**src/design/pwa_pkg.sv**
```systemverilog
package pwa_pkg;

   localparam int MaxPages  = 1024;
   localparam int PageBits  = 12;
   localparam int PageIdxW  = $clog2(MaxPages);
   localparam int CountW    = PageIdxW + 1;
   localparam int AddrW     = 40;
   localparam int LenW      = 32;
   localparam int StatusW   = 2;

   localparam logic [StatusW-1:0] StatusOk       = 2'd0;
   localparam logic [StatusW-1:0] StatusBadArg   = 2'd1;
   localparam logic [StatusW-1:0] StatusNoSpace  = 2'd2;
   localparam logic [StatusW-1:0] StatusMismatch = 2'd3;

   localparam logic CmdAlloc = 1'b0;
   localparam logic CmdFree  = 1'b1;

   localparam logic [1:0] CsrPageCount  = 2'd0;
   localparam logic [1:0] CsrEnabled    = 2'd1;
   localparam logic [1:0] CsrWindowBase = 2'd2;

   // Commands from the controller to the datapath.
   typedef struct packed {
      logic load;       // capture the request and run the checks
      logic clear_step; // clear one map and length entry (reset sweep)
      logic scan_step;  // examine one page of the map
      logic mark_step;  // set or clear one page of the run
      logic write_len;  // write the run length at the run's first page
      logic finish;     // latch the result into the output register
   } pwa_cmd_type;

   // Status from the datapath to the controller.
   typedef struct packed {
      logic checks_fail;  // request resolves without touching the map
      logic is_free;
      logic scan_hit;     // the run being scanned is complete
      logic scan_end;     // last page of the window examined
      logic mark_end;     // last page of the run written
      logic len_match;    // recorded run length matches the request
      logic sweep_end;    // last entry cleared
   } pwa_sts_type;

endpackage

```
**src/design/pwa_ctrl.sv**
```systemverilog
module pwa_ctrl (
   input  logic                 clock,
   input  logic                 reset,
   input  logic                 req_valid,
   output logic                 req_stall,
   input  logic                 out_busy,
   input  pwa_pkg::pwa_sts_type sts,
   output pwa_pkg::pwa_cmd_type cmd
);

   typedef enum logic [2:0] {
      SWEEP, IDLE, CHECK, SCAN, LOOKUP, MARK, SETLEN, DONE
   } state_type;

   state_type state_ff, state_in;

   always_comb begin
      state_in = state_ff;
      cmd      = '0;
      unique case (state_ff)
         SWEEP: begin
            cmd.clear_step = 1'b1;
            if (sts.sweep_end) state_in = IDLE;
         end
         IDLE: begin
            if (req_valid) begin
               cmd.load = 1'b1;
               state_in = CHECK;
            end
         end
         CHECK: begin
            if (sts.checks_fail) state_in = DONE;
            else if (sts.is_free) state_in = LOOKUP;
            else state_in = SCAN;
         end
         SCAN: begin
            cmd.scan_step = 1'b1;
            if (sts.scan_hit) state_in = MARK;
            else if (sts.scan_end) state_in = DONE;
         end
         LOOKUP: begin
            // Registered read of the run length settles in this cycle.
            if (sts.len_match) state_in = MARK;
            else state_in = DONE;
         end
         MARK: begin
            cmd.mark_step = 1'b1;
            if (sts.mark_end) state_in = SETLEN;
         end
         SETLEN: begin
            cmd.write_len = 1'b1;
            state_in = DONE;
         end
         DONE: begin
            if (!out_busy) begin
               cmd.finish = 1'b1;
               state_in = IDLE;
            end
         end
         default: state_in = IDLE;
      endcase
   end

   assign req_stall = (state_ff != IDLE);

   always_ff @(posedge clock) begin
      if (reset) state_ff <= SWEEP;
      else state_ff <= state_in;
   end

   a_one_cmd: assert property (@(posedge clock) disable iff (reset)
      $onehot0({cmd.load, cmd.clear_step, cmd.scan_step, cmd.mark_step,
                cmd.write_len, cmd.finish}))
      else $error("more than one datapath command");
   a_load_idle: assert property (@(posedge clock) disable iff (reset)
      cmd.load |-> !req_stall)
      else $error("load outside idle");
   a_check_next: assert property (@(posedge clock) disable iff (reset)
      cmd.load |=> state_ff == CHECK)
      else $error("load not followed by check");
endmodule

```
**config.mk**
```make
export PLATFORM = sky130hd
export DESIGN_NAME = pwa_ctrl
export DESIGN_NICKNAME = d
export VERILOG_FILES = /design/src/design/pwa_pkg.sv /design/src/design/pwa_ctrl.sv
export SDC_FILE = /design/constraint.sdc
export NUM_CORES = 1
export LEC_CHECK = 0
export BUFFER_PORTS_ARGS = -buffer_cell sky130_fd_sc_hd__buf_2
export CORE_AREA = 5 5 42 44
export CTS_BUF_LIST = sky130_fd_sc_hd__clkbuf_4 sky130_fd_sc_hd__clkbuf_8
export CTS_CLUSTER_DIAMETER = 150
export DETAILED_ROUTE_END_ITERATION = 8
export DIE_AREA = 0 0 47 49
export MAX_ROUTING_LAYER = met4
export PLACE_DENSITY = 0.49
export SLEW_MARGIN = 25
export SYNTH_ARGS = -nofsm -noshare
export SYNTH_HDL_FRONTEND = slang
export SYNTH_SLANG_ARGS = --single-unit
```
**constraint.sdc**
```tcl
create_clock -name clock -period 1.4 [get_ports clock]
set_clock_uncertainty 0.15 [all_clocks]
set_input_delay 0.07 -clock clock [delete_from_list [all_inputs] [get_ports clock]]
set_output_delay 0.07 -clock clock [all_outputs]
set_load 0.02 [all_outputs]
```
# [Word level (Yosys, flattened, before mapping)]
# Cells that the tools add are included.
[word_totals] wordCells=34 output_inout_bits=7 regBits=3 in_bits=11
[op_classes] mux=18 n_eq_ne=13 n_reduce_logical=2
[ops] operator="3-bit 2-to-1 mux" count=8
[ops] operator="3-bit one-hot mux with 8 select lines" count=1
[ops] operator="3-bit equality test, second input constant" count=4
[ops] operator="1-bit 2-to-1 mux" count=8
[ops] operator="2-bit != test, second input constant" count=4
[ops] operator="3-bit by 2-bit equality test with 1-bit output, second input constant" count=2
[ops] operator="5-bit AND reduction" count=1
[ops] operator="3-bit by 1-bit equality test with 1-bit output, second input constant" count=1
[ops] operator="3-bit zero test" count=1
[ops] operator="3-bit by 1-bit != test with 1-bit output, second input constant" count=1
[ops] operator="3-bit != test, second input constant" count=1
[ops] operator="2-bit 2-to-1 mux" count=1

# [Longest topological paths before layout]
[depth] ltp_word=3 ltp_mapped=5

# [Worst setup path before layout]
# Ideal clock, no wire load.
[synth_path] path_kind="reg-to-output" startpoint="register state_ff[0]" endpoint="output cmd[5] (netlist bit)" path_stages_with_launch=5 arrival_time_ns=1.274 path_buffers=1 required_time_ns=1.180 setup_slack_ns=-0.094 path_cell_list="dfxtp_1 > buf_6 > inv_1 > or3_1 > nor2_1"
[synth_lines] item="start, declared" line="pwa_ctrl.sv:15" text="state_type state_ff, state_in;"
[synth_lines] item="start signal, assigned" line="pwa_ctrl.sv:68" text="else state_ff <= state_in;"
[synth_lines] item="end, declared" line="pwa_ctrl.sv:8" text="output pwa_pkg::pwa_cmd_type cmd"

# [Worst setup path in the final report]
[layout_path] startpoint="register state_ff[0]" endpoint="register state_ff[1]"
[layout_between] elab_chain_cells=3 word_cells_on_any_way=15 cone_classes="12 x eq/ne; 1 x mux; 2 x reduce/logical"
[layout_lines] item="3-bit by 2-bit equality test with 1-bit output (tied with other cells)" line="pwa_ctrl.sv:20" text="unique case (state_ff)"
[layout_lines] item="3-bit != test (no source line) or 2-bit != test (tied branches)"
[layout_lines] item="5-bit AND reduction (no source line)"
# Parallel ways exist; a longest one is shown, timed or not.
# A chain may end at the register's enable or synchronous reset.

==> impl_metrics.json <==
{
  "area_growth_pct": 110.1,
  "regMostFlops": "state_ff",
  "die_h_um": 49,
  "yosysMostFrequentCell": "nor2_1",
  "fmax_ghz": 0.6647,
  "seqPwrFrac_pct": 16.0,
  "place_area_um2": 424.2,
  "yosys_warnings": 0,
  "rows": 14,
  "layout_setup_ws_ps": -104.5,
  "drt-total-wl_um": 1052,
  "min_path_type": "in -> reg",
  "place_ws_ps": 7.454,
  "dieArea_um2": 2303,
  "numCtsBuffers": 3,
  "slew_headroom_pct": 82.78,
  "netlist_area_um2": 297.8,
  "dr.pass1.iters": 2,
  "crit_start": "state_ff[0]",
  "setup.worst_path.start_class": "register",
  "reg2reg_slack_ps": -100,
  "swShare_pct": 38.88,
  "synthTopCellsByCount": "nor2_1, inv_1, nand2_1",
  "worst_setup_path_end_kind": "register",
  "cts.htree.levels": 1,
  "yosysTopAreaCell": "dfxtp_1",
  "cts.path.max_buffers": 2,
  "dr_total_vias": 417,
  "critPathKind": "reg -> reg",
  "ir_worst_vdd_uv": 624.6,
  "path_clk_slew_ps": 50,
  "muxShareOfSynthArea_pct": 8.403,
  "drc": 0,
  "power.leakage_nw": 0.3035,
  "largest_reg_flops": 3,
  "fp.coreArea_um2": 1401,
  "cts_tree": "done",
  "fin_cells": 90,
  "syn_nets": 51,
  "yosysSeqAreaShare_pct": 20.17,
  "cp.arrival_ps": 1530,
  "yosys.area_share.simple_pct": 31.09,
  "wl_per_cell_um": 11.69,
  "ant_nets": 0,
  "synth-xor-area-share_pct": 0,
  "antenna_cells": 0,
  "required_ps": 1420,
  "endpoint": "state_ff[1]",
  "synth_top_cell_area_share_pct": 20.17,
  "postSynthAreaPerCell_um2": 7.445,
  "dominantRegCellSynth": "dfxtp_1",
  "rr_startpoint": "state_ff[0]",
  "ys_ff_latch": 3,
  "root_buffer": "clkbuf_4",
  "switchingPower_w": 0.0003687,
  "async_flop_share_pct": 0,
  "io_pins": 18,
  "die_w_um": 47,
  "p_clk_share_pct": 19.2,
  "hp-start": "sts[1]",
  "clk_latency_ps": 250,
  "p_comb_share_pct": 64.7,
  "fin_area_um2": 625.6,
  "detail_route.vias_per_cell": 4.633,
  "finalMaxSlewViolations": 0,
  "grt_max_degree": 10,
  "grt_util_all_layers_pct": 10.53,
  "fin_crit_ps": 1504,
  "rsz0062_at_grt": "true",
  "setup_viol": 6,
  "worst_pin_slew_ps": 255.0,
  "power_w": 0.0009484,
  "synth-compound-area-share_pct": 28.57,
  "power.density_nw_per_um2": 1516,
  "fin_crit_sh_pct": 107.5,
  "antenna_found_initial": 0,
  "p_int_w": 0.0005797,
  "gp_congestion": 0.8074,
  "synth_top_family_by_area": "simple AND/OR/NAND/NOR gates",
  "grt_pass1_wl_um": 1676,
  "dp.cells": 75,
  "r2r_cells": 5,
  "status": "finished, violations left",
  "fin_nets": 86,
  "clock_sinks": 3,
  "drt_iter0_markers": 3,
  "rr_endpoint": "state_ff[1]",
  "layout-drive-gt1-share_pct": 67.57,
  "violations": "negative setup slack",
  "synth_area_leaders": "dfxtp_1, nor2_1, o32a_4",
  "synth_cell_types": 24,
  "crit_fanout": 3,
  "grt_overflow": 0,
  "grt_pass1_vias": 396,
  "synth_edf_count": 0,
  "synth_fa_ha_area_share_pct": 0,
  "hpwl_um": 682.2,
  "max_cap_viol_count": 0,
  "top_regs": "state_ff x3",
  "port_buffers": 17,
  "hold_viol": 0,
  "start_util_pct": 21.25,
  "syn_inst": 40
}
## per-layer routing
layer	vias to the layer above	wire length (um)	global-route usage (%)	share of wire, %
li1	212	-	-	-
met2	16	492	13.35	47
met3	4	81	2.952	7.7
met4	0	40	8.295	3.8
met1	185	437	13.35	42
met5	-	0	-	0
## power by group through the flow
stage	combinational, W	clock, W	sequential [W]
after floorplan	0.000306	0	0.000134
after global placement	0.000421	0	0.000144
after detailed placement	0.000418	0	0.000145
after CTS	0.000557	0.000183	0.000152
after global routing	0.000662	0.000189	0.000159
final	0.000614	0.000182	0.000152
## kinds of logic (layout without fill, tap and decap cells)
logic type | count (synthesis) | in the layout
simple gates | 19 | 19
buf+inv | 7 | 41
compound gates | 9 | 9
flops | 3 | 3
mux | 2 | 2
## layout make-up
| cell class | count | area (um2) |
|---|---|---|
| Clock buffer | 4 | 30.03 |
| Fill cell | 153 | 775.7 |
| Inverter | 4 | 17.52 |
| Multi-Input combinational cell | 30 | 234.0 |
| Sequential cell | 3 | 63.81 |
| Tap cell | 16 | 20.02 |
| Timing Repair Buffer | 33 | 260.3 |
## critical path, cell delays in order, from the launching register on
cell     delay, ps
dfxtp_2        330
buf_6          110
mux2_4         290
o32a_4         330
nand2_2         70
mux2i_1        160
## what timing repair did
| item | 4_1_cts | 5_1_grt |
|---|---|---|
| hold buffers | 2 | 0 |
| resized for setup | 14 | 12 |
| endpoints found under the hold margin | 3 | 0 |
| pin swaps | 2 | 3 |
| buffers inserted | 7 | 2 |
| setup endpoints to repair | 7 | 10 |
## layout by cell type (no fill, tap or decap), types with 2 or more instances in the layout
cell	synthesis	final
dfxtp_2	0	3
nand2_1	4	3
buf_4	0	10
inv_1	4	2
buf_2	1	12
buf_6	1	8
dlygate4sd3_1	0	2
o21ai_0	2	2
clkbuf_4	0	4
nor2_1	6	5
nand2_2	1	2
## worst min-delay path by stage
stage                   to  slack, ps  cells past startpoint
4_1_cts        state_ff[1]         10                      4
3_5_place_dp   state_ff[2]        110                      2
5_1_grt        state_ff[1]         50                      4
2_1_floorplan  state_ff[2]         -1                      1
3_3_place_gp   state_ff[2]        120                      2
6_report       state_ff[1]         10                      4
## through the flow
stage	util, %	TNS [ps]	hold slack, ps
after detailed placement	30.27	0	111.4
after global placement	30.27	0	115.4
after CTS	40.89	-365.6	12.69
final	44.64	-377.9	13.29
after global routing	44.64	-842.8	46.38
after floorplan	-	-114.6	-1.302
No activity file was read; power rests on OpenSTA's default activity.
